[src/rgb_to_hsl_converter_top_defines.svh]
// Assertion macros for the converter
`ifndef RGB_TO_HSL_CONVERTER_TOP_DEFINES_SVH
`define RGB_TO_HSL_CONVERTER_TOP_DEFINES_SVH

`ifndef SYNTHESIS
`define RHC_ASSERT_IMP(label, clk, rst_n, ante, cons) \
    label: assert property (@(posedge clk) disable iff (!rst_n) (ante) |-> (cons)) \
        else $error("rhc assertion failed");
`define RHC_ASSERT_NXT(label, clk, rst_n, ante, cons) \
    label: assert property (@(posedge clk) disable iff (!rst_n) (ante) |=> (cons)) \
        else $error("rhc assertion failed");
`else
`define RHC_ASSERT_IMP(label, clk, rst_n, ante, cons)
`define RHC_ASSERT_NXT(label, clk, rst_n, ante, cons)
`endif

`endif

[src/rhc_pkg.sv]
package rhc_pkg;

    localparam int unsigned PIX_W     = 24;
    localparam int unsigned CH_W      = 8;
    localparam int unsigned SUM_W     = 9;
    localparam int unsigned Q_W       = 16;
    localparam int unsigned HD_W      = 11;
    localparam int unsigned NUM_W     = 12;
    localparam int unsigned STEP_BITS = 4;
    localparam int unsigned DIV_STG   = Q_W / STEP_BITS;

    typedef struct packed {
        logic            gray;
        logic [Q_W-1:0]  light;
        logic [CH_W-1:0] s_div;
        logic [CH_W-1:0] s_rem;
        logic [Q_W-1:0]  s_low;
        logic [Q_W-1:0]  s_q;
        logic [HD_W-1:0] h_div;
        logic [HD_W-1:0] h_rem;
        logic [Q_W-1:0]  h_q;
    } t_div_stg;

endpackage

[src/rhc_pix_if.sv]
interface rhc_pix_if
    import rhc_pkg::*;
();
    logic             valid;
    logic             ready;
    logic [PIX_W-1:0] color;

    modport source (output valid, output color, input ready);
    modport sink (input valid, input color, output ready);
endinterface

[src/rhc_hsl_if.sv]
interface rhc_hsl_if
    import rhc_pkg::*;
();
    logic           valid;
    logic           ready;
    logic [Q_W-1:0] hue;
    logic [Q_W-1:0] saturation;
    logic [Q_W-1:0] lightness;

    modport source (output valid, output hue, output saturation, output lightness, input ready);
    modport sink (input valid, input hue, input saturation, input lightness, output ready);
endinterface

[src/rgb_to_hsl_converter_top.sv]
// RGB to HSL converter. Takes one 24-bit pixel per request and returns 16-bit hue,
// saturation and lightness; one pixel enters per clock unless output stall has filled
// every stage, and each result passes through an input register, a min/max stage, then
// four stages of two radix-2 dividers (saturation and hue) that each resolve four
// quotient bits. Every stage keeps its own valid bit and empty stages fill under
// output stall.
`include "rgb_to_hsl_converter_top_defines.svh"

module rgb_to_hsl_converter_top
    import rhc_pkg::*;
(
    input  logic       i_clk,
    input  logic       i_rst_n,
    rhc_pix_if.sink    i_pix,
    rhc_hsl_if.source  o_hsl
);

    logic             r_vc;
    logic [PIX_W-1:0] r_color;
    logic             r_v   [0:DIV_STG];
    t_div_stg         r_stg [0:DIV_STG];
    t_div_stg         n_stg [0:DIV_STG];
    logic             ce_st [0:DIV_STG];
    logic             ce_in;

    always_comb begin
        ce_st[DIV_STG] = !r_v[DIV_STG] || o_hsl.ready;
        for (int k = DIV_STG - 1; k >= 0; k--) begin
            ce_st[k] = !r_v[k] || ce_st[k+1];
        end
        ce_in = !r_vc || ce_st[0];
    end

    assign i_pix.ready = ce_in;

    always_comb begin
        logic [CH_W-1:0]         cr, cg, cb, mx, mn, d;
        logic [SUM_W-1:0]        sum;
        logic [PIX_W-1:0]        prod;
        logic signed [NUM_W-1:0] r12, g12, b12, d12, num;
        logic [CH_W:0]           s9;
        logic [HD_W:0]           h12;
        t_div_stg                t;

        cr = r_color[PIX_W-1 -: CH_W];
        cg = r_color[2*CH_W-1 -: CH_W];
        cb = r_color[CH_W-1:0];
        mx = cr;
        if (cg > mx) mx = cg;
        if (cb > mx) mx = cb;
        mn = cr;
        if (cg < mn) mn = cg;
        if (cb < mn) mn = cb;
        d   = mx - mn;
        sum = {1'b0, mx} + {1'b0, mn};

        n_stg[0].gray  = (d == '0);
        n_stg[0].light = {sum, 7'b0} + {8'b0, sum[SUM_W-1:1]};
        n_stg[0].s_div = (sum < SUM_W'(255)) ? sum[CH_W-1:0] : CH_W'(SUM_W'(510) - sum);
        prod           = {d, 16'b0} - {16'b0, d};
        n_stg[0].s_rem = prod[PIX_W-1 -: CH_W];
        n_stg[0].s_low = prod[Q_W-1:0];
        n_stg[0].s_q   = '0;

        r12 = signed'({4'b0, cr});
        g12 = signed'({4'b0, cg});
        b12 = signed'({4'b0, cb});
        d12 = signed'({4'b0, d});
        if (cr == mx) begin
            num = g12 - b12;
        end else if (cg == mx) begin
            num = (d12 <<< 1) + b12 - r12;
        end else begin
            num = (d12 <<< 2) + r12 - g12;
        end
        if (num < 0) num = num + (d12 <<< 2) + (d12 <<< 1);
        n_stg[0].h_rem = num[HD_W-1:0];
        n_stg[0].h_div = ({3'b0, d} << 2) + ({3'b0, d} << 1);
        n_stg[0].h_q   = '0;

        for (int k = 1; k <= DIV_STG; k++) begin
            t = r_stg[k-1];
            for (int j = 0; j < STEP_BITS; j++) begin
                s9      = {t.s_rem, t.s_low[Q_W-1]};
                t.s_low = t.s_low << 1;
                if (s9 >= {1'b0, t.s_div}) begin
                    t.s_rem = CH_W'(s9 - {1'b0, t.s_div});
                    t.s_q   = {t.s_q[Q_W-2:0], 1'b1};
                end else begin
                    t.s_rem = s9[CH_W-1:0];
                    t.s_q   = {t.s_q[Q_W-2:0], 1'b0};
                end
                h12 = {t.h_rem, 1'b0};
                if (h12 >= {1'b0, t.h_div}) begin
                    t.h_rem = HD_W'(h12 - {1'b0, t.h_div});
                    t.h_q   = {t.h_q[Q_W-2:0], 1'b1};
                end else begin
                    t.h_rem = h12[HD_W-1:0];
                    t.h_q   = {t.h_q[Q_W-2:0], 1'b0};
                end
            end
            n_stg[k] = t;
        end
    end

    always_ff @(posedge i_clk) begin
        if (!i_rst_n) begin
            r_vc <= 1'b0;
            for (int k = 0; k <= DIV_STG; k++) begin
                r_v[k] <= 1'b0;
            end
        end else begin
            if (ce_in) r_vc <= i_pix.valid;
            if (ce_st[0]) r_v[0] <= r_vc;
            for (int k = 1; k <= DIV_STG; k++) begin
                if (ce_st[k]) r_v[k] <= r_v[k-1];
            end
        end
    end

    always_ff @(posedge i_clk) begin
        if (ce_in) r_color <= i_pix.color;
        for (int k = 0; k <= DIV_STG; k++) begin
            if (ce_st[k]) r_stg[k] <= n_stg[k];
        end
    end

    assign o_hsl.valid      = r_v[DIV_STG];
    assign o_hsl.hue        = r_stg[DIV_STG].gray ? '0 : r_stg[DIV_STG].h_q;
    assign o_hsl.saturation = r_stg[DIV_STG].gray ? '0 : r_stg[DIV_STG].s_q;
    assign o_hsl.lightness  = r_stg[DIV_STG].light;

    `RHC_ASSERT_IMP(a_sat_rem, i_clk, i_rst_n, r_v[DIV_STG] && !r_stg[DIV_STG].gray, r_stg[DIV_STG].s_rem < r_stg[DIV_STG].s_div)
    `RHC_ASSERT_IMP(a_hue_rem, i_clk, i_rst_n, r_v[DIV_STG] && !r_stg[DIV_STG].gray, r_stg[DIV_STG].h_rem < r_stg[DIV_STG].h_div)
    `RHC_ASSERT_NXT(a_req_lands, i_clk, i_rst_n, i_pix.valid && i_pix.ready, r_vc)
    `RHC_ASSERT_IMP(a_full_stall, i_clk, i_rst_n, r_vc && r_v[0] && r_v[1] && r_v[2] && r_v[3] && r_v[DIV_STG] && !o_hsl.ready, !i_pix.ready)

endmodule

[src/flat_wrapper.sv]
// flat-port wrapper written by rule: the top's interface ports become plain ports
module rgb_to_hsl_converter_top_flat import rhc_pkg::*;
  (i_clk, i_rst_n, i_pix_valid, i_pix_color, i_pix_ready, o_hsl_valid, o_hsl_hue, o_hsl_saturation, o_hsl_lightness, o_hsl_ready);
  rhc_pix_if i_pix_i ();
  rhc_hsl_if o_hsl_i ();
  input  logic i_clk;
  input  logic i_rst_n;
  input wire logic [$bits(i_pix_i.valid)-1:0] i_pix_valid;
  input wire logic [$bits(i_pix_i.color)-1:0] i_pix_color;
  output wire logic [$bits(i_pix_i.ready)-1:0] i_pix_ready;
  output wire logic [$bits(o_hsl_i.valid)-1:0] o_hsl_valid;
  output wire logic [$bits(o_hsl_i.hue)-1:0] o_hsl_hue;
  output wire logic [$bits(o_hsl_i.saturation)-1:0] o_hsl_saturation;
  output wire logic [$bits(o_hsl_i.lightness)-1:0] o_hsl_lightness;
  input wire logic [$bits(o_hsl_i.ready)-1:0] o_hsl_ready;
  assign i_pix_i.valid = i_pix_valid;
  assign i_pix_i.color = i_pix_color;
  assign i_pix_ready = i_pix_i.ready;
  assign o_hsl_valid = o_hsl_i.valid;
  assign o_hsl_hue = o_hsl_i.hue;
  assign o_hsl_saturation = o_hsl_i.saturation;
  assign o_hsl_lightness = o_hsl_i.lightness;
  assign o_hsl_i.ready = o_hsl_ready;
  rgb_to_hsl_converter_top u_core (.i_clk(i_clk), .i_rst_n(i_rst_n), .i_pix(i_pix_i), .o_hsl(o_hsl_i));
endmodule
[config.mk]
export PLATFORM = sky130hd
export DESIGN_NAME = rgb_to_hsl_converter_top_flat
export DESIGN_NICKNAME = d
export VERILOG_FILES = /design/src/rhc_pkg.sv /design/src/rhc_pix_if.sv /design/src/rhc_hsl_if.sv /design/src/rgb_to_hsl_converter_top.sv /design/src/flat_wrapper.sv
export VERILOG_INCLUDE_DIRS = /design/src /design/src/src
export SDC_FILE = /design/constraint.sdc
export NUM_CORES = 1
export LEC_CHECK = 0
export ABC_AREA = 1
export BUFFER_PORTS_ARGS = -buffer_cell sky130_fd_sc_hd__buf_2
export CORE_MARGIN = 2
export CORE_UTILIZATION = 60
export DETAILED_ROUTE_END_ITERATION = 6
export HOLD_SLACK_MARGIN = 0.03
export MAX_ROUTING_LAYER = met4
export PLACE_DENSITY = 0.76
export SETUP_SLACK_MARGIN = 0.3
export SLEW_MARGIN = 10
export SYNTH_ARGS = -nofsm -noshare
export SYNTH_HDL_FRONTEND = slang
export SYNTH_SLANG_ARGS = --single-unit
[constraint.sdc]
create_clock -name i_clk -period 28 [get_ports i_clk]
set_input_delay 5.6 -clock i_clk [delete_from_list [all_inputs] [get_ports i_clk]]
set_output_delay 5.6 -clock i_clk [all_outputs]
set_load 0.01 [all_outputs]
# After elaboration in Yosys (flattened, before gate mapping)

Memories as Yosys holds them, arrays and structs flattened.
Cells that the tools add are included.

Flip-flop bits (word level): 25
RAM bits: 520
Output and inout bits: 50
Memories: 2

$add $sub $neg: 45
$lt $le $gt $ge: 38
Equality and inequality tests: 2
Mux-type cells: 84
Bitwise operators: 5
Reduce and logical (&&, ||, !) cells: 13

Memories:

| name         | depth | width | read ports | clocked after memory_dff | write ports | line                           | source |
|---|---|---|---|---|---|---|---|
| u_core.r_stg | 5     | 103   | 5          | 0                        | 5           | rgb_to_hsl_converter_top.sv:21 | `t_div_stg r_stg [0:DIV_STG];` |
| u_core.r_v   | 5     | 1     | 5          | 0                        | 5           | rgb_to_hsl_converter_top.sv:20 | `logic r_v [0:DIV_STG];` |

Operators by type and width:

| cell                                                        | number |
|---|---|
| 2-to-1 mux 27 bit                                           | 16 |
| >= comparator 12 x 11 -> 1 bit                              | 16 |
| subtractor 11 bit                                           | 16 |
| 2-to-1 mux 8 bit                                            | 21 |
| >= comparator 9 x 8 -> 1 bit                                | 16 |
| subtractor 8 bit                                            | 17 |
| 2-to-1 mux 1 bit                                            | 42 |
| 2-to-1 mux 16 bit                                           | 2 |
| 2-to-1 mux 12 bit                                           | 2 |
| subtractor 12 x 9 -> 12 bit                                 | 2 |
| subtractor 24 x 8 -> 24 bit                                 | 1 |
| adder 16 x 8 -> 16 bit                                      | 1 |
| == test 8 bit                                               | 2 |
| > comparator 8 bit                                          | 2 |
| less-than comparator 8 bit                                  | 2 |
| less-than comparator 12 x 1 -> 1 bit, second input constant | 1 |
| adder 10 x 8 -> 11 bit                                      | 1 |
| adder 10 x 9 -> 11 bit                                      | 1 |
| adder 11 x 10 -> 11 bit                                     | 1 |
| adder 11 bit                                                | 1 |
| 2-to-1 mux 11 bit                                           | 1 |
| adder 9 x 8 -> 10 bit                                       | 1 |
| adder 8 x 8 -> 9 bit                                        | 1 |
| less-than comparator 9 x 8 -> 1 bit, second input constant  | 1 |
| other kinds (6)                                             | 20 |

# Depth between registers and ports, before layout

Gate-level depths: netlist of the first run.

Word-level depth: 12
Depth in mapped cells: 60

# Least setup slack after synthesis of the first run

No wires, ideal clock.

Kind: input to output
Start point: in o_hsl_ready
End point: out i_pix_ready
Arrival: 11.299 ns
Slack: 11.101 ns
Stages on the path: 8
Path buffers: 0
Cells stage by stage: inv_1 > nand2_1 > nor2_1 > inv_1 > nor2_1 > nand3_1 > inv_1 > nand2_1

RTL lines:

| element         | line               | source |
|---|---|---|
| start, declared | flat_wrapper.sv:15 | `input wire logic [$bits(o_hsl_i.ready)-1:0] o_hsl_ready;` |
| end, declared   | flat_wrapper.sv:10 | `output wire logic [$bits(i_pix_i.ready)-1:0] i_pix_ready;` |

==> results.py, run 1 <==
metrics = {
    "floorplanning": {
        "die-area_um2": 54800,
        "fp.dieW_um": 234,
        "fp.dieH_um": 234,
        "start_util_pct": 60.6,
        "fp-row-count": 84,
        "core_um2": 52400,
        "ios": 78,
    },
    "cells_and_area": {
        "syn_to_final_growth_pct": 6.70,
        "drive_gt1_share_pct": 8.73,
        "num-nets-final": 4298,
        "antenna_cells": 0,
        "design_area_um2": 33900,
    },
    "clocking": {
        "cts_root_buf": "clkbuf_16",
        "postCtsSetupBuffers": 0,
        "clkSlewWorstSetupHoldPaths_ns": 0.07,
        "clockBufferDepth": 3,
        "cts_sinks": 367,
        "cts-resized-gates": 0,
        "htreeDepth": 2,
        "hold_buffers": 0,
        "cts_tree": "built",
        "clk_latency_ns": 0.56,
        "numCtsBuffers": 40,
    },
    "routing": {
        "vias": 24900,
        "wl_met3_um": 3120,
        "initialDrtViolationCount": 1695,
        "drc": 3,
        "wirelength_um": 69100,
        "route.met2.wl_um": 33300,
        "highest_layer": "met4",
        "met1_length_um": 30800,
        "routed_via_density": 5.46,
        "ant_nets": 0,
        "post_drt_wl_per_cell_um": 15.2,
        "first_pass_iters": 7,
    },
    "synthesis": {
        "ys.flop_type": "edfxtp_1",
        "ys_types": 70,
        "syn-cell-area_um2": 31800,
        "ys_seq_area_share_pct": 34.6,
        "synth_nets": 4235,
        "async_flop_share_pct": 0,
        "postSynthAreaPerCell_um2": 8.40,
        "synth_edf_count": 366,
        "netlist_instances": 3784,
        "yosys_warnings": 0,
        "synth-seq-cells": 367,
    },
    "global_route": {
        "grt_pass1_vias": 23400,
        "grt_max_degree": 70,
        "grt_first_pass_wirelength_um": 113000,
        "grtUsageTotal_pct": 26.3,
        "antenna_found_initial": 0,
        "grt.overflow.total": 0,
    },
    "placed_design": {
        "postPlaceCellArea_um2": 32600,
        "gp_congestion": 0.939,
        "hpwl_um": 53500,
        "post-place-ws_ns": 13.51,
        "portBuffers": 77,
    },
    "timing": {
        "fmax_mhz": 69.2,
        "finClkSkew_ns": 0.0200,
        "worst_slew_pin_slew_ns": 1.03,
        "post-route-period-util_pct": 51.6,
        "fin_tns_setup_ns": 0,
        "holdWs_ns": 0.407,
        "setup_viol": 0,
        "slew_headroom_pct": 31.2,
        "fin_crit_ns": 14.46,
        "rsz0062_at_grt": "false",
        "setup_slack_ns": 13.54,
        "final_hold_viol_count": 0,
        "drv_slew": 0,
    },
    "worst_setup_path": {
        "cp-end-kind": "output port",
        "required_ns": 22.40,
        "cp-start-kind": "primary input",
        "crit_arrival_ns": 8.86,
        "critPathKind": "in -> out",
        "cp_max_fo": 67,
    },
    "status": {
        "violations": "DRC",
        "status": "finished with violations",
    },
    "min_path": {
        "hp-class": "reg -> reg",
    },
    "run": {
        "maxCapViolCount": 0,
    },
}
## registers in the layout, indices dropped and copies added (netlist names)
| register | count |
|---|---|
| u_core.r_stg | 337 |
| u_core.r_vc | 1 |
| u_core.r_v | 5 |
| u_core.r_color | 24 |
## per-stage QoR
stage	cells	utilization (%)
floorplan	3784	-
global placement	4493	62.2
detailed placement	4493	62.2
CTS	4560	64.7
global route	4560	64.7
finish	4560	64.7
## critical path: stages
cell and delay, ns:
buf_2 0.09, inv_1 0.07, nand2_2 0.05, buf_4 0.34
nor2_1 0.27, clkinv_2 0.25, nor2_1 0.53, nand3_4 0.81
inv_1 0.32, nand2_1 0.08, buf_4 0.23, buf_2 0.18
## synth_stat cells, types with 4 or more instances
master | count | area [um2]
o211ai_1 | 10 | 75.1
nand2_1 | 836 | 3140
a31oi_1 | 7 | 43.8
nand3_2 | 21 | 210
edfxtp_1 | 366 | 11000
nand2_4 | 6 | 67.6
xnor2_1 | 82 | 718
nand3b_1 | 7 | 52.6
a211oi_1 | 10 | 75.1
a21oi_1 | 266 | 1330
clkbuf_1 | 5 | 18.8
o21a_1 | 14 | 105
buf_6 | 21 | 236
inv_1 | 511 | 1920
nand2_2 | 30 | 188
nor2_2 | 14 | 87.6
nand3_4 | 5 | 87.6
nand4_1 | 46 | 288
buf_4 | 22 | 165
buf_2 | 16 | 80.1
o21ai_2 | 14 | 123
a21oi_2 | 17 | 149
a221oi_1 | 8 | 70.1
nor2_4 | 6 | 67.6
fa_1 | 36 | 721
nand3_1 | 193 | 966
inv_2 | 18 | 67.6
nor4_1 | 5 | 31.3
o21bai_1 | 31 | 233
or2_2 | 25 | 156
o21ai_1 | 47 | 235
a21o_1 | 21 | 158
o21ai_0 | 159 | 796
nor2_8 | 4 | 80.1
ha_1 | 387 | 4840
xor2_1 | 167 | 1460
or2_1 | 6 | 37.5
and2_1 | 4 | 25.0
nor3_1 | 36 | 180
nor2_1 | 253 | 950
## worst paths after layout
path / from / to / slack (ns) / depth (start not counted)
hold reg to reg: u_core.r_stg[0][211]$_DFFE_PP_ / u_core.r_stg[0][318]$_DFFE_PP_ / 0.41 / 0
hold / removal: u_core.r_stg[0][211]$_DFFE_PP_ / u_core.r_stg[0][318]$_DFFE_PP_ / 0.41 / 0
setup reg to reg: u_core.r_color[19]$_DFFE_PP_ / u_core.r_stg[0][26]$_DFFE_PN_ / 17.96 / 51
setup / recovery: o_hsl_ready / i_pix_ready / 13.54 / 12
## layout by cell type (no fill, tap or decap), types with 77 or more instances in the layout
cell	Yosys	routed
a21oi_1	266	266
o21ai_0	159	159
inv_1	511	509
xor2_1	167	167
edfxtp_1	366	366
nand3_1	193	192
ha_1	387	387
buf_2	16	77
xnor2_1	82	82
nor2_1	253	253
nand2_1	836	834
## cell type report
type / count / area [um2]
fillers: 4334 / 18500
multi-input cells: 2817 / 18300
flip-flops and latches: 367 / 11000
inverters: 535 / 2020
clock buffers: 45 / 1040
well taps: 688 / 861
repair buffers: 86 / 453
clock inverters: 22 / 272
## logic make-up (layout without fill, tap and decap cells)
logic type,after synthesis,after routing,share of synthesized area [%]
AO/OA/AOI/OAI,632,632,11.6
XOR/XNOR,250,250,6.91
adder cells (fa/ha/maj),423,423,17.5
buffers and inverters,600,688,8.00
flip-flops,367,367,34.6
multiplexers,2,2,0.0709
AND/OR/NAND/NOR,1510,1510,21.2
## per-layer routing
| metal | up-vias | global-route usage, % |
|---|---|---|
| li1 | 12900 | - |
| met1 | 11300 | 32.9 |
| met2 | 581 | 45.3 |
| met3 | 114 | 2.71 |
| met4 | 0 | 7.34 |
| met5 | - | - |
Power of run 1 is not shown: default switching activity piles up to over one toggle a cycle in this logic, so the estimate is an artifact.
==> run 2: changes to the inputs <==
--- a/config.mk
+++ b/config.mk
@@ -6,7 +6,7 @@
 export SDC_FILE = /design/constraint.sdc
 export NUM_CORES = 1
 export LEC_CHECK = 0
-export ABC_AREA = 1
+export ABC_AREA = 0
 export BUFFER_PORTS_ARGS = -buffer_cell sky130_fd_sc_hd__buf_2
 export CORE_MARGIN = 2
 export CORE_UTILIZATION = 60
==> constraint.sdc (replaced) <==
create_clock -name i_clk -period 13.6 [get_ports i_clk]
set_input_delay 2.72 -clock i_clk [delete_from_list [all_inputs] [get_ports i_clk]]
set_output_delay 2.72 -clock i_clk [all_outputs]
set_load 0.01 [all_outputs]
==> results.py, run 2 <==
metrics = {
    "clocking": {
        "cts-resized-gates": 0,
        "clk_latency_ns": 0.57,
        "hold_buffers": 0,
        "numCtsBuffers": 43,
        "clkSlewWorstSetupHoldPaths_ns": 0.05,
        "postCtsSetupBuffers": 0,
        "clockBufferDepth": 3,
        "cts_tree": "built",
        "htreeDepth": 2,
        "cts_root_buf": "clkbuf_16",
        "cts_sinks": 367,
    },
    "timing": {
        "post-route-period-util_pct": 80.1,
        "setup_viol": 0,
        "drv_slew": 0,
        "slew_headroom_pct": 29.3,
        "fmax_mhz": 91.8,
        "final_hold_viol_count": 0,
        "finClkSkew_ns": 0.0221,
        "worst_slew_pin_slew_ns": 1.06,
        "rsz0062_at_grt": "false",
        "fin_crit_ns": 10.89,
        "fin_tns_setup_ns": 0,
    },
    "worst_setup_path": {
        "critPathKind": "reg -> reg",
        "critPathMaxStageDelay_ns": 0.84,
        "startpoint": "u_core.r_stg[0][55]$_DFFE_PN_",
        "crit_arrival_ns": 11.19,
        "reg2reg_depth": 34,
        "cp-end-kind": "flop",
        "cp_max_fo": 18,
        "reg2reg_to": "u_core.r_stg[0][127]$_DFFE_PN_",
        "endpoint": "u_core.r_stg[0][127]$_DFFE_PN_",
        "cp-start-kind": "flop",
        "crit_top_cell": "ha_1",
        "required_ns": 13.90,
        "rrSetupSlack_ns": 2.71,
        "reg2reg_from": "u_core.r_stg[0][55]$_DFFE_PN_",
        "slowest_stage": "nor3_2",
    },
    "floorplanning": {
        "core_um2": 51300,
        "start_util_pct": 60.7,
        "fp.dieH_um": 232,
        "ios": 78,
        "fp.dieW_um": 232,
        "fp-row-count": 83,
        "die-area_um2": 53700,
    },
    "cells_and_area": {
        "antenna_cells": 0,
        "syn_to_final_growth_pct": 7.58,
        "num-nets-final": 3615,
        "multi_input_area_um2": 18800,
        "reg_top3": "u_core.r_stg (337), u_core.r_color (24), u_core.r_v (5)",
        "largest-register": "u_core.r_stg",
        "layout_common_cells": "ha_1 (387), edfxtp_1 (366), inv_1 (260)",
        "seq_area_um2": 11000,
        "n_fill_cell": 4053,
        "drive_gt1_share_pct": 10.9,
        "largest_register_ffs": 337,
        "final_common_cell": "ha_1",
    },
    "synthesis": {
        "synth_edf_count": 366,
        "syn-cell-area_um2": 31100,
        "synth_nets": 3528,
        "yosysMostFrequentCell": "ha_1",
        "synth_top_area_share_pct": 35.3,
        "async_flop_share_pct": 0,
        "yosys.area.top_type": "edfxtp_1",
        "synth_common_cells": "ha_1 (387), edfxtp_1 (366), inv_1 (263), a21oi_1 (221), nor2_1 (198)",
        "ys_types": 99,
        "synth-seq-cells": 367,
        "yosys_warnings": 0,
        "synthTopCellsByArea": "edfxtp_1 (35%), ha_1 (16%), xnor2_1 (5.1%)",
        "ys.flop_type": "edfxtp_1",
        "ys_seq_area_share_pct": 35.4,
        "postSynthAreaPerCell_um2": 10.1,
        "netlist_instances": 3077,
    },
    "routing": {
        "routed_via_density": 6.10,
        "wirelength_um": 75900,
        "vias": 23700,
        "highest_layer": "met4",
        "initialDrtViolationCount": 1669,
        "drc": 0,
        "route.met2.wl_um": 36500,
        "met1_length_um": 33200,
        "first_pass_iters": 5,
        "wl_met3_um": 3240,
        "ant_nets": 0,
        "post_drt_wl_per_cell_um": 19.6,
    },
    "min_path": {
        "hp-class": "reg -> reg",
    },
    "placed_design": {
        "gp_congestion": 0.998,
        "hpwl_um": 58900,
        "portBuffers": 77,
    },
    "run": {
        "maxCapViolCount": 0,
    },
    "global_route": {
        "grt_first_pass_wirelength_um": 121000,
        "antenna_found_initial": 0,
        "grt_max_degree": 72,
        "grt_pass1_vias": 23500,
        "grtUsageTotal_pct": 29.0,
        "grt.overflow.total": 0,
    },
    "status": {
        "status": "complete, no violations",
    },
}
==> run 2: cell count changes after synthesis, moves of 30 or more <==
cell | previous run | this run
nor2b_1 | 1 | 94
a21oi_1 | 266 | 221
a21o_1 | 21 | 86
o21a_1 | 14 | 44
nand3_1 | 193 | 37
xnor2_1 | 82 | 183
mux2i_1 | 0 | 52
o21ai_1 | 47 | 14
xor2_1 | 167 | 81
mux2_2 | 2 | 111
nand2_1 | 836 | 153
nand2b_1 | 0 | 45
inv_1 | 511 | 263
nor2_1 | 253 | 198
==> run 2: worst max-delay path, delay by kind of cell, from the launching register on <==
family / cells / cell delay (ns)
multiplexers: 2 / 0.83
adder cells (fa/ha/maj): 4 / 1.17
buffers and inverters: 2 / 0.34
flip-flops: 1 / 0.53
AND/OR/NAND/NOR: 8 / 2.43
AO/OA/AOI/OAI: 18 / 5.29
==> run 2: worst min path at each step <==
stage                                   startpoint  cells after the start  slack (ns)                              to
finish              u_core.r_stg[0][203]$_DFFE_PN_                      0        0.41  u_core.r_stg[0][306]$_DFFE_PP_
global route        u_core.r_stg[0][203]$_DFFE_PN_                      0        0.42  u_core.r_stg[0][306]$_DFFE_PP_
CTS                 u_core.r_stg[0][316]$_DFFE_PP_                      0        0.40  u_core.r_stg[0][423]$_DFFE_PN_
detailed placement   u_core.r_stg[0][89]$_DFFE_PN_                      0        0.40  u_core.r_stg[0][192]$_DFFE_PN_
global placement    u_core.r_stg[0][354]$_DFFE_PP_                      0        0.40  u_core.r_stg[0][461]$_DFFE_PN_
floorplan            u_core.r_stg[0][56]$_DFFE_PN_                      0        0.40  u_core.r_stg[0][163]$_DFFE_PN_
==> run 2: cell type report <==
class | instances | share of cell area, %
multi-input cells | 2384 | 56.2
clock buffers | 50 | 3.29
flip-flops and latches | 367 | 32.9
repair buffers | 96 | 1.58
inverters | 272 | 3.05
well taps | 680 | 2.54
clock inverters | 28 | 0.512
==> run 2: cells by family after synthesis <==
kind of cell / after synthesis / synth area share (%)
buf+inv: 326 / 4.26
xor+xnor: 265 / 7.48
fa+ha+maj: 423 / 17.9
compound gates: 755 / 15.8
simple gates: 748 / 12.3
flops: 367 / 35.4
mux: 193 / 6.94
==> run 2: layer usage <==
metal | GRT usage (%) | vias to the layer above
met1 | 36.2 | 11400
met2 | 48.2 | 667
met3 | 3.23 | 193
met5 | - | -
li1 | - | 11400
met4 | 11.4 | 0
==> run 2: through the flow <==
stage	area (um2)	setup slack, ns	utilization [%]	hold WS [ns]	cells
after global routing	33500	1.98	65.3	0.415	3877
after floorplan	31100	4.67	-	0.400	3077
after CTS	33500	2.75	65.3	0.403	3877
after global placement	32200	3.00	62.8	0.400	3799
final	33500	2.71	65.3	0.407	3877
after detailed placement	32200	2.82	62.8	0.405	3799
Power of run 2 is left out for the same reason.
==> run 3: changes to the inputs <==
--- a/config.mk
+++ b/config.mk
@@ -9,11 +9,11 @@
 export ABC_AREA = 0
 export BUFFER_PORTS_ARGS = -buffer_cell sky130_fd_sc_hd__buf_2
 export CORE_MARGIN = 2
-export CORE_UTILIZATION = 60
+export CORE_UTILIZATION = 59
 export DETAILED_ROUTE_END_ITERATION = 6
 export HOLD_SLACK_MARGIN = 0.03
 export MAX_ROUTING_LAYER = met4
-export PLACE_DENSITY = 0.76
+export PLACE_DENSITY = 0.78
 export SETUP_SLACK_MARGIN = 0.3
 export SLEW_MARGIN = 10
 export SYNTH_ARGS = -nofsm -noshare
==> constraint.sdc (replaced) <==
create_clock -name i_clk -period 9.7 [get_ports i_clk]
set_input_delay 1.94 -clock i_clk [delete_from_list [all_inputs] [get_ports i_clk]]
set_output_delay 1.94 -clock i_clk [all_outputs]
set_load 0.01 [all_outputs]
==> results.py, run 3 (synthesis gave the netlist of run 2 again) <==
metrics = {
    "status": {
        "status": "complete, no violations",
    },
    "cells_and_area": {
        "reg_top3": "u_core.r_stg (337), u_core.r_color (24), u_core.r_v (5)",
        "final_common_cell": "ha_1",
        "fin_cells": 4016,
        "num-nets-final": 3747,
        "drive_gt1_share_pct": 16.0,
        "syn_to_final_growth_pct": 11.9,
        "layout_common_cells": "ha_1 (387), edfxtp_1 (366), inv_1 (251)",
        "largest_register_ffs": 337,
        "antenna_cells": 0,
        "n_fill_cell": 4069,
        "largest-register": "u_core.r_stg",
    },
    "floorplanning": {
        "core_um2": 52300,
        "die-area_um2": 54600,
        "fp.dieW_um": 234,
        "ios": 78,
        "fp.dieH_um": 234,
        "start_util_pct": 59.5,
        "fp-row-count": 84,
    },
    "placed_design": {
        "post-place-ws_ns": 0.138,
        "portBuffers": 77,
        "gp_congestion": 0.989,
        "dp.cells": 3892,
        "hpwl_um": 60700,
    },
    "routing": {
        "initialDrtViolationCount": 1506,
        "post_drt_wl_per_cell_um": 19.5,
        "wirelength_um": 78400,
        "routed_via_density": 6.05,
        "drc": 0,
        "first_pass_iters": 6,
        "vias": 24300,
        "ant_nets": 0,
    },
    "global_route": {
        "grt_pass1_vias": 23500,
        "antenna_found_initial": 0,
        "grt_max_degree": 72,
        "grt_first_pass_wirelength_um": 121000,
        "grtUsageTotal_pct": 28.9,
        "grt.overflow.total": 0,
    },
    "worst_setup_path": {
        "cp-end-kind": "flop",
        "startpoint": "u_core.r_stg[0][140]$_DFFE_PN_",
        "crit_arrival_ns": 9.38,
        "crit_top_cell": "ha_1",
        "critPathKind": "reg -> reg",
        "reg2reg_from": "u_core.r_stg[0][140]$_DFFE_PN_",
        "slowest_stage": "a311o_1",
        "required_ns": 10.02,
        "cp_max_fo": 12,
        "critPathMaxStageDelay_ns": 0.46,
        "cp-start-kind": "flop",
    },
    "min_path": {
        "hp-start": "u_core.r_stg[0][356]$_DFFE_PP_",
        "hp-class": "reg -> reg",
    },
    "clocking": {
        "clockBufferDepth": 3,
        "hold_buffers": 0,
        "clk_latency_ns": 0.58,
        "cts_tree": "built",
        "cts_root_buf": "clkbuf_16",
        "clkSlewWorstSetupHoldPaths_ns": 0.07,
        "numCtsBuffers": 42,
        "htreeDepth": 2,
        "cts_sinks": 367,
    },
    "timing": {
        "setup_viol": 0,
        "fin_tns_setup_ns": 0,
        "fin_crit_ns": 9.06,
        "slew_headroom_pct": 32.8,
        "rsz0062_at_grt": "false",
        "finClkSkew_ns": 0.0273,
        "worst_slew_pin_slew_ns": 1.01,
        "setup_slack_ns": 0.635,
        "holdWs_ns": 0.396,
        "post-route-period-util_pct": 93.5,
        "drv_slew": 0,
        "fmax_mhz": 110,
        "final_hold_viol_count": 0,
    },
    "run": {
        "maxCapViolCount": 0,
    },
}
[run 3: path summary, 6_finish.rpt]
check | to | slack (ns) | cells after the start
min reg2reg | u_core.r_stg[0][463]$_DFFE_PN_ | 0.40 | 0
max reg2reg | u_core.r_stg[0][231]$_DFFE_PP_ | 0.64 | 36
max | u_core.r_stg[0][231]$_DFFE_PP_ | 0.64 | 36
min | u_core.r_stg[0][463]$_DFFE_PN_ | 0.40 | 0
[run 3: what timing repair did]
action                                  in CTS  in global routing
pin swaps                                    0                 17
endpoints found under the setup margin      24                 66
cloned                                       0                  1
resized for setup                            5                 74
setup buffers                                0                 47
[run 3: critical path, delay by kind of cell (launching register included)]
family / cells / cell delay, ns
multiplexers: 2 / 0.46
adder cells (fa/ha/maj): 4 / 1.25
buffers and inverters: 4 / 0.66
AO/OA/AOI/OAI: 18 / 4.58
AND/OR/NAND/NOR: 8 / 1.35
flip-flops: 1 / 0.45
[run 3: metal layers]
| metal | share of wire [%] | vias up | global-route usage (%) |
|---|---|---|---|
| li1 | - | 11700 | - |
| met1 | 43 | 11700 | 36.2 |
| met2 | 49 | 742 | 48.4 |
| met3 | 4.7 | 185 | 3.03 |
| met4 | 3.6 | 0 | 10.7 |
| met5 | 0 | - | - |
[run 3: through the flow]
step	util, %	instance area, um2
6_report	66.6	34800
5_1_grt	66.6	34800
4_1_cts	65.5	34300
3_5_place_dp	62.8	32900
3_3_place_gp	62.8	32900
2_1_floorplan	-	31100
[run 3: layout make-up]
| cell class | count | area (um2) | share of cell area, % |
|---|---|---|---|
| sequential | 367 | 11000 | 31.6 |
| inverter | 272 | 1030 | 2.95 |
| clock buffer | 48 | 1140 | 3.26 |
| clock inverter | 28 | 250 | 0.718 |
| tap | 688 | 861 | 2.47 |
| timing repair buffer | 228 | 1520 | 4.37 |
| multi-input combinational | 2385 | 19000 | 54.6 |
Power of run 3 is left out for the same reason.
